$ cat config.mk
export PLATFORM = sky130hd
export DESIGN_NAME = midpoint_line_rasterizer
export DESIGN_NICKNAME = d
export VERILOG_FILES = /design/src/rtl/mlr_pkg.sv /design/src/rtl/mlr_front.sv /design/src/rtl/mlr_queue.sv /design/src/rtl/mlr_stepper.sv /design/src/rtl/midpoint_line_rasterizer.sv
export SDC_FILE = /design/constraint.sdc
export NUM_CORES = 1
export LEC_CHECK = 0
export ABC_AREA = 1
export BUFFER_PORTS_ARGS = -buffer_cell sky130_fd_sc_hd__buf_2
export CORE_ASPECT_RATIO = 1.5
export CORE_UTILIZATION = 57
export CTS_CLUSTER_DIAMETER = 40
export CTS_CLUSTER_SIZE = 30
export DETAILED_ROUTE_END_ITERATION = 10
export GPL_TIMING_DRIVEN = 0
export PLACE_DENSITY_LB_ADDON = 0.05
export SETUP_SLACK_MARGIN = 0.1
export SLEW_MARGIN = 15
export SYNTH_ARGS = -nofsm -noshare
export SYNTH_HDL_FRONTEND = slang
export SYNTH_SLANG_ARGS = --single-unit
$ cat constraint.sdc
create_clock -name clk -period 6.2 [get_ports clk]
set_input_delay 0.31 -clock clk [delete_from_list [all_inputs] [get_ports clk]]
set_output_delay 0.31 -clock clk [all_outputs]
set_load 0.02 [all_outputs]
$ cat src/rtl/mlr_pkg.sv
`timescale 1ns / 1ps
// Types, widths and octant codes for the midpoint line rasteriser.
// Stand-alone; every other file takes it in by wildcard import.
package mlr_pkg;

	localparam int COORD_BITS    = 12;
	localparam int COLOR_BITS    = 24;
	localparam int STEP_BITS     = COORD_BITS + 3;
	localparam int DEC_BITS      = COORD_BITS + 4;
	localparam int CHUNK_PIXELS  = 64;
	localparam int CHUNK_BITS    = $clog2(CHUNK_PIXELS);
	localparam int FIFO_DEPTH    = 2;
	localparam int FIFO_PTR_BITS = (FIFO_DEPTH > 1) ? $clog2(FIFO_DEPTH) : 1;
	localparam int FIFO_CNT_BITS = $clog2(FIFO_DEPTH + 1);

	typedef enum logic [1:0] {
		OCT_SHALLOW_RISE = 2'd0,
		OCT_STEEP_RISE   = 2'd1,
		OCT_STEEP_FALL   = 2'd2,
		OCT_SHALLOW_FALL = 2'd3
	} octant_t;

	typedef enum logic {
		BK_IDLE = 1'b0,
		BK_DRAW = 1'b1
	} back_state_t;

	typedef struct packed {
		logic signed [COORD_BITS-1:0] start_x;
		logic signed [COORD_BITS-1:0] start_y;
		logic signed [COORD_BITS-1:0] end_x;
		logic signed [COORD_BITS-1:0] end_y;
		logic        [COLOR_BITS-1:0] line_color;
	} cmd_in_t;

	typedef struct packed {
		logic signed [COORD_BITS-1:0] pixel_x;
		logic signed [COORD_BITS-1:0] pixel_y;
		logic        [COLOR_BITS-1:0] pixel_color;
		logic                         last_pixel;
	} pixel_t;

	// Classified command as it waits in the queue.
	typedef struct packed {
		logic signed [COORD_BITS-1:0] x0;
		logic signed [COORD_BITS-1:0] y0;
		logic signed [COORD_BITS-1:0] x1;
		logic signed [COORD_BITS-1:0] y1;
		logic signed [STEP_BITS-1:0]  step_a;
		logic signed [STEP_BITS-1:0]  step_b;
		logic signed [DEC_BITS-1:0]   decision;
		octant_t                      octant;
		logic        [COLOR_BITS-1:0] color;
	} line_cmd_t;

endpackage

$ cat src/rtl/mlr_front.sv
`timescale 1ns / 1ps
// Front end: orders the endpoints and classifies the octant of one command.
// Depends on mlr_pkg.
module mlr_front import mlr_pkg::*; (
	input  cmd_in_t   cmd,
	output line_cmd_t cls
);

	logic signed [COORD_BITS-1:0] x0, y0, x1, y1;
	logic signed [STEP_BITS-1:0]  diff_x, diff_y, step_a, step_b, neg_b;
	logic signed [DEC_BITS-1:0]   a_ext, b_ext, half_a, half_b;
	logic                         swap;

	always_comb begin
		swap = cmd.start_x > cmd.end_x;
		x0 = swap ? cmd.end_x   : cmd.start_x;
		y0 = swap ? cmd.end_y   : cmd.start_y;
		x1 = swap ? cmd.start_x : cmd.end_x;
		y1 = swap ? cmd.start_y : cmd.end_y;

		diff_x = STEP_BITS'(x1) - STEP_BITS'(x0);
		diff_y = STEP_BITS'(y1) - STEP_BITS'(y0);
		step_a = diff_y <<< 1;
		neg_b  = diff_x <<< 1;
		step_b = -neg_b;

		a_ext  = DEC_BITS'(step_a);
		b_ext  = DEC_BITS'(step_b);
		// steps are even, so halving is exact
		half_a = a_ext >>> 1;
		half_b = b_ext >>> 1;

		cls.x0     = x0;
		cls.y0     = y0;
		cls.x1     = x1;
		cls.y1     = y1;
		cls.step_a = step_a;
		cls.step_b = step_b;
		cls.color  = cmd.line_color;

		if (!step_a[STEP_BITS-1] && (step_a <= neg_b)) begin
			cls.octant   = OCT_SHALLOW_RISE;
			cls.decision = a_ext + half_b;
		end else if (!step_a[STEP_BITS-1]) begin
			cls.octant   = OCT_STEEP_RISE;
			cls.decision = half_a + b_ext;
		end else if (step_a <= step_b) begin
			cls.octant   = OCT_STEEP_FALL;
			cls.decision = half_a - b_ext;
		end else begin
			cls.octant   = OCT_SHALLOW_FALL;
			cls.decision = a_ext - half_b;
		end
	end

endmodule

$ cat src/rtl/mlr_queue.sv
`timescale 1ns / 1ps
// Short command queue between the front end and the stepper.
// Depends on mlr_pkg.
module mlr_queue import mlr_pkg::*; (
	input  logic       clk,
	input  logic       arst_n,
	input  logic       push,
	input  line_cmd_t  wr_data,
	output logic       full,
	input  logic       pop,
	output logic       not_empty,
	output line_cmd_t  rd_data
);

	line_cmd_t                 mem_q [FIFO_DEPTH];
	logic [FIFO_PTR_BITS-1:0]  wr_ptr_q, rd_ptr_q;
	logic [FIFO_CNT_BITS-1:0]  count_q;
	logic                      do_push, do_pop;

	assign full      = (count_q == FIFO_CNT_BITS'(FIFO_DEPTH));
	assign not_empty = (count_q != '0);
	assign do_push   = push && !full;
	assign do_pop    = pop && not_empty;
	assign rd_data   = mem_q[rd_ptr_q];

	function automatic logic [FIFO_PTR_BITS-1:0] next_ptr(input logic [FIFO_PTR_BITS-1:0] p);
		next_ptr = (p == FIFO_PTR_BITS'(FIFO_DEPTH - 1)) ? '0 : p + 1'b1;
	endfunction

	always_ff @(posedge clk) begin
		if (do_push) begin
			mem_q[wr_ptr_q] <= wr_data;
		end
	end

	always_ff @(posedge clk or negedge arst_n) begin
		if (!arst_n) begin
			wr_ptr_q <= '0;
			rd_ptr_q <= '0;
			count_q  <= '0;
		end else begin
			if (do_push) begin
				wr_ptr_q <= next_ptr(wr_ptr_q);
			end
			if (do_pop) begin
				rd_ptr_q <= next_ptr(rd_ptr_q);
			end
			case ({do_push, do_pop})
				2'b10:   count_q <= count_q + 1'b1;
				2'b01:   count_q <= count_q - 1'b1;
				default: count_q <= count_q;
			endcase
		end
	end

endmodule

$ cat src/rtl/mlr_stepper.sv
`timescale 1ns / 1ps
// Back end: midpoint stepper and pixel output register.
// Depends on mlr_pkg; fed by mlr_queue.
module mlr_stepper import mlr_pkg::*; (
	input  logic       clk,
	input  logic       arst_n,
	input  line_cmd_t  cmd,
	input  logic       cmd_avail,
	output logic       cmd_pop,
	output logic       pix_valid,
	input  logic       pix_ready,
	output pixel_t     pix
);

	back_state_t                  state_q, state_d;
	logic                         line_busy_q;
	logic [CHUNK_BITS-1:0]        cnt_q;
	logic signed [COORD_BITS-1:0] cur_x_q, cur_y_q, stop_x_q, stop_y_q;
	logic signed [STEP_BITS-1:0]  step_a_q, step_b_q;
	logic signed [DEC_BITS-1:0]   dec_q;
	octant_t                      oct_q;
	logic        [COLOR_BITS-1:0] color_q;
	logic                         pix_valid_q;
	pixel_t                       pix_q;

	logic                         pop, slot_free, emit, last;
	logic                         dec_pos, dec_neg;
	logic signed [DEC_BITS-1:0]   a_ext, b_ext, nd;
	logic signed [COORD_BITS-1:0] nx, ny;

	assign pix_valid = pix_valid_q;
	assign pix       = pix_q;
	assign slot_free = !pix_valid_q || pix_ready;
	assign cmd_pop   = pop;

	// next state and queue pop
	always_comb begin
		state_d = state_q;
		pop     = 1'b0;
		emit    = 1'b0;
		case (state_q)
			BK_IDLE: begin
				if (cmd_avail) begin
					pop     = 1'b1;
					state_d = BK_DRAW;
				end
			end
			BK_DRAW: begin
				if (slot_free) begin
					emit = 1'b1;
					if (last || (cnt_q == CHUNK_BITS'(CHUNK_PIXELS - 1))) begin
						state_d = BK_IDLE;
					end
				end
			end
			default: state_d = BK_IDLE;
		endcase
	end

	// one midpoint step; ties keep the straight step
	always_comb begin
		a_ext   = DEC_BITS'(step_a_q);
		b_ext   = DEC_BITS'(step_b_q);
		dec_neg = dec_q[DEC_BITS-1];
		dec_pos = !dec_neg && (dec_q != '0);
		nx      = cur_x_q;
		ny      = cur_y_q;
		nd      = dec_q;
		case (oct_q)
			OCT_SHALLOW_RISE: begin
				last = (cur_x_q == stop_x_q);
				if (dec_pos) begin
					ny = cur_y_q + COORD_BITS'(1);
					nd = nd + b_ext;
				end
				nx = cur_x_q + COORD_BITS'(1);
				nd = nd + a_ext;
			end
			OCT_STEEP_RISE: begin
				last = (cur_y_q == stop_y_q);
				if (dec_neg) begin
					nx = cur_x_q + COORD_BITS'(1);
					nd = nd + a_ext;
				end
				ny = cur_y_q + COORD_BITS'(1);
				nd = nd + b_ext;
			end
			OCT_STEEP_FALL: begin
				last = (cur_y_q == stop_y_q);
				if (dec_pos) begin
					nx = cur_x_q + COORD_BITS'(1);
					nd = nd + a_ext;
				end
				ny = cur_y_q - COORD_BITS'(1);
				nd = nd - b_ext;
			end
			default: begin
				last = (cur_x_q == stop_x_q);
				if (dec_neg) begin
					ny = cur_y_q - COORD_BITS'(1);
					nd = nd - b_ext;
				end
				nx = cur_x_q + COORD_BITS'(1);
				nd = nd + a_ext;
			end
		endcase
	end

	always_ff @(posedge clk or negedge arst_n) begin
		if (!arst_n) begin
			state_q     <= BK_IDLE;
			line_busy_q <= 1'b0;
			cnt_q       <= '0;
			pix_valid_q <= 1'b0;
		end else begin
			state_q <= state_d;
			if (pop) begin
				cnt_q <= '0;
				line_busy_q <= 1'b1;
			end else if (emit) begin
				cnt_q <= cnt_q + 1'b1;
				if (last) begin
					line_busy_q <= 1'b0;
				end
			end
			if (emit) begin
				pix_valid_q <= 1'b1;
			end else if (pix_ready) begin
				pix_valid_q <= 1'b0;
			end
		end
	end

	always_ff @(posedge clk) begin
		// a beat popped while a line is open only grants the next chunk
		if (pop && !line_busy_q) begin
			cur_x_q  <= cmd.x0;
			cur_y_q  <= cmd.y0;
			stop_x_q <= cmd.x1;
			stop_y_q <= cmd.y1;
			step_a_q <= cmd.step_a;
			step_b_q <= cmd.step_b;
			dec_q    <= cmd.decision;
			oct_q    <= cmd.octant;
			color_q  <= cmd.color;
		end else if (emit && !last) begin
			cur_x_q <= nx;
			cur_y_q <= ny;
			dec_q   <= nd;
		end
		if (emit) begin
			pix_q.pixel_x     <= cur_x_q;
			pix_q.pixel_y     <= cur_y_q;
			pix_q.pixel_color <= color_q;
			pix_q.last_pixel  <= last;
		end
	end

endmodule

$ cat src/rtl/midpoint_line_rasterizer.sv
`timescale 1ns / 1ps
// Top level of the midpoint line rasteriser: front end, command queue, stepper.
// Depends on mlr_pkg, mlr_front, mlr_queue and mlr_stepper.
//
//   channel  | handshake            | payload          | beat carries
//   ---------+----------------------+------------------+---------------------------
//   command  | cmd_valid, cmd_ready | cmd (cmd_in_t)   | two endpoints and a colour
//   pixel    | pix_valid, pix_ready | pix (pixel_t)    | one pixel, colour, last flag
//
// One command beat grants a chunk of up to 64 pixel beats, one per cycle while
// pix_ready holds high; the stepper pops the queue from its idle state before
// each chunk, so a line of N pixels takes ceil(N/64) command beats.
// A command beat that arrives while a line is still open only releases the
// next chunk of that line; its payload is dropped.
// Reset (arst_n low) empties the queue and closes any open line at once.
// A stalled pixel beat holds the stepper; the two-entry queue keeps taking
// command beats until it is full.
module midpoint_line_rasterizer import mlr_pkg::*; (
	input  logic    clk,
	input  logic    arst_n,
	input  logic    cmd_valid,
	output logic    cmd_ready,
	input  cmd_in_t cmd,
	output logic    pix_valid,
	input  logic    pix_ready,
	output pixel_t  pix
);

	line_cmd_t  cls;
	line_cmd_t  head;
	logic       q_full;
	logic       q_avail;
	logic       q_pop;

	// classify on the way in, so the queue holds ready-to-run commands
	mlr_front u_front (
		.cmd (cmd),
		.cls (cls)
	);

	assign cmd_ready = !q_full;

	mlr_queue u_queue (
		.clk       (clk),
		.arst_n    (arst_n),
		.push      (cmd_valid),
		.wr_data   (cls),
		.full      (q_full),
		.pop       (q_pop),
		.not_empty (q_avail),
		.rd_data   (head)
	);

	// step the line and hold each pixel in the output register
	mlr_stepper u_stepper (
		.clk       (clk),
		.arst_n    (arst_n),
		.cmd       (head),
		.cmd_avail (q_avail),
		.cmd_pop   (q_pop),
		.pix_valid (pix_valid),
		.pix_ready (pix_ready),
		.pix       (pix)
	);

endmodule

==> results.md <==
* Status: completed
* Worst setup SP type: input pin
* TritonCTS buffer count at 38
* Global-route wire length before repair at 116.0 mm
* Critical Path Fanout Max at 10
* Remaining global-route overflow at 0
* Die X at 177.0 um
* Syn-to-layout area delta at 13.65%
* Max Cap Viol at 0
* Post-layout min period at 5.832 ns
* Final Slew Violations at 0
* Overall Global Routing Usage at 32.57%
* Asr flop ratio synth at 3.148%
* Vias per cell at 5.754
* # DRC at 0
* Met2 WL at 39.50 mm
* Hold Path Origin: cmd[52]
* Lkg Pwr at 0.01323 uW
* Clk_lat worst skew at 0.57 ns
* Clock skew at 0.03980 ns
* Ys Warns at 0
* Setup TNS Final at 0 ns
* Setup CP Type: in -> reg
* Crit path from: cmd[60]
* Crit share post-route at 94.06%
* Fmax at 171.5 MHz
* I/O pin cnt at 127
* Worst Max-Slew Pin Slew at 1.011 ns
* RePlAce Congestion at 1.025
* Routed WL per cell at 20.05 um
* CP max stage delay at 0.49 ns
* Dominant synthesized flop cell: edfxtp_1
* Row count at 95
* Most common cell after layout, fill and taps aside: nand2_1
* Clk pin slew, worst setup/hold paths at 0.07 ns
* Cell taking the most area after synthesis: edfxtp_1
* Pwr Density at 499.3 mW/mm^2
* Min-delay worst type: in -> reg
* Gate Count Post-Synth at 2987
* Final nets at 3475
* Hold Vio Cnt, Final at 0
* Syn Area/Cell at 8.770 um^2
* Maximum clock path buffer count at 3
* Worst R2R Start: u_stepper.dec_q[15]
* #FFs+latches synth at 413
* Met1 WL at 29.31 mm
* Number of synthesized flops with an enable pin at 400
* Die ar. at 0.04684 mm^2
* Crit end category: register
* DRT iter0 DRCs at 1611
* Die Span Y at 264.6 um
* Vias in the first global route at 21620
* Top post-synthesis cells by area: edfxtp_1, nand2_1, ha_1, inv_1, a21oi_1
* IO Port Bufs at 126
* Most frequent cells in the layout: nand2_1, edfxtp_1, inv_1
* Core region area at 0.04505 mm^2
* Maximum VDD drop at 0.3353 mV
* WP data arrival at 6.13 ns
* Routed vias at 21910
* Share of the yosys chip area belonging to registers at 47.10%
* Setup violations, final at 0
* Slowest stage cell on the critical path: ha_1
* Layout cells sized above 1 at 11.66%
* Max layer used: met4
* CTS tree: yes
* DR WL met3 at 3.539 mm
* Routed Wire Length at 76.31 mm
* Synthesized net count at 3266
* Pre-CTS setup slack at -1.273 ns
* Largest net degree at the start of global routing at 57
* First drt pass iteration count at 6
* Post-route ant nets at 0
* Post-layout util at 66.08%
* # clock sinks at 413
* Top cell type's share of synthesized area at 45.85%
* WP data required at 6.50 ns
* Initial antenna violation count at 2
* Max transition margin at 32.35%
* Syn Std Cell Area at 0.02620 mm^2
* Starting Density at 58.15%
* Filler cell count at 3658
* H-tree level count at 2
* Unique masters post-synth at 65
* Final worst slack at 0.3683 ns
* RSZ-0062 raised after global routing: no
* Detailed placement HPWL at 59.81 mm
* Clock tree root driver cell: clkbuf_16
-- what timing repair did --
item                                   in CTS  in global routing
endpoints found under the hold margin      63                  0
setup endpoints to repair                  33                 36
pin swaps                                   1                  1
resized for setup                          20                 31
hold buffers                               27                  0
buffers inserted                            1                  4
-- registers in the layout, summed over array words and instances (netlist names) --
name and flops:
u_stepper.dec_q 16, u_stepper.cur_x_q 12, u_stepper.step_a_q 13, u_stepper.stop_x_q 12, u_stepper.step_b_q 14, u_stepper.stop_y_q 12
u_queue.rd_ptr_q 1, u_queue.wr_ptr_q 1, u_stepper.state_q 1, u_stepper.oct_q 2, u_stepper.pix_valid 1, u_queue.mem_q 234
u_stepper.cur_y_q 12, u_stepper.pix 49, u_stepper.color_q 24, u_stepper.cnt_q 6, u_queue.count_q 2, u_stepper.line_busy_q 1
-- worst paths after layout --
| check | to | slack (ns) | depth (start not counted) |
|---|---|---|---|
| setup / recovery | u_queue.mem_q[0][40] | 0.37 | 34 |
| max in group asynchronous | u_stepper.cnt_q[4] | 5.79 | 2 |
| hold / removal | u_queue.mem_q[0][75] | 0.11 | 3 |
| hold reg to reg | u_stepper.pix[18] | 0.42 | 0 |
| setup reg to reg | u_stepper.dec_q[13] | 0.52 | 29 |
| min in group asynchronous | u_stepper.state_q | 0.17 | 2 |
-- area by class of cell --
cell class,count,area (um^2),area share (%)
tap,582,728.2,2.446
inverter,357,1360,4.569
buffer,72,357.8,1.202
sequential,413,12340,41.44
clock buffer,39,964.7,3.240
timing repair buffer,170,1204,4.043
antenna,1,2.502,0.008406
clock inverter,29,436.7,1.467
multi-input combinational,2144,12380,41.58
-- metrics by stage --
| stage | instance area (um^2) | cells | hold slack (ns) | total power (uW) |
|---|---|---|---|---|
| 5_1_grt | 29770 | 3807 | 0.1159 | 15830 |
| 3_3_place_gp | 27560 | 3695 | 0.2092 | 11820 |
| 3_5_place_dp | 27840 | 3707 | 0.2162 | 12090 |
| 2_1_floorplan | 26200 | 2987 | 0.01441 | 9719 |
| 4_1_cts | 29630 | 3803 | 0.07467 | 14680 |
| 6_report | 29770 | 3807 | 0.1054 | 14860 |
-- critical path: cells and delay by family --
kind	cells	cell delay, ns
adders and majority gates	4	1.38
buffers and inverters	7	0.91
AOI/OAI and AO/OA	4	0.87
xor gates and xnor gates	2	0.52
and+or+nand+nor	17	2.14
-- cell families (layout without fill, tap and decap cells) --
kind of cell / count (synthesis) / after routing / share of synthesized area (%)
compound gates: 531 / 531 / 11.67
xor+xnor: 106 / 106 / 3.601
fa+ha+maj: 203 / 203 / 9.897
buf+inv: 430 / 667 / 6.458
flops: 413 / 413 / 47.10
mux: 4 / 4 / 0.1576
other cells: 0 / 1 / 0
simple gates: 1300 / 1300 / 21.12
-- power by group --
| group | total (uW) | switching, uW | internal, uW | leakage, uW |
|---|---|---|---|---|
| clock network | 2530 | 1180 | 1350 | 0.000674 |
| registers | 4430 | 335 | 4090 | 0.00390 |
| logic | 7910 | 5320 | 2590 | 0.00866 |
-- Yosys cell counts, types with 9 or more instances --
library cell / count
a21oi_1: 205
or2_2: 30
o21bai_1: 15
a211oi_1: 11
xor2_1: 76
nand3_1: 157
inv_1: 343
nand4_1: 25
nand2_1: 792
xnor2_1: 28
clkbuf_1: 52
o31ai_1: 9
o211ai_1: 9
a31oi_1: 23
ha_1: 196
nor2_1: 194
o21ai_0: 162
o21ai_1: 13
a21o_1: 13
o22ai_1: 11
o21a_1: 13
nand2_2: 31
edfxtp_1: 400
dfrtp_1: 13
o2111ai_1: 9
nor3_1: 31
-- per-layer routing --
| metal | vias to the layer above | track usage, % |
|---|---|---|
| li1 | 10570 | - |
| met4 | 0 | 16.17 |
| met2 | 747 | 59.23 |
| met5 | - | 0 |
| met3 | 207 | 2.453 |
| met1 | 10380 | 38.15 |
Note: power is estimated with default switching activity, not from simulation.
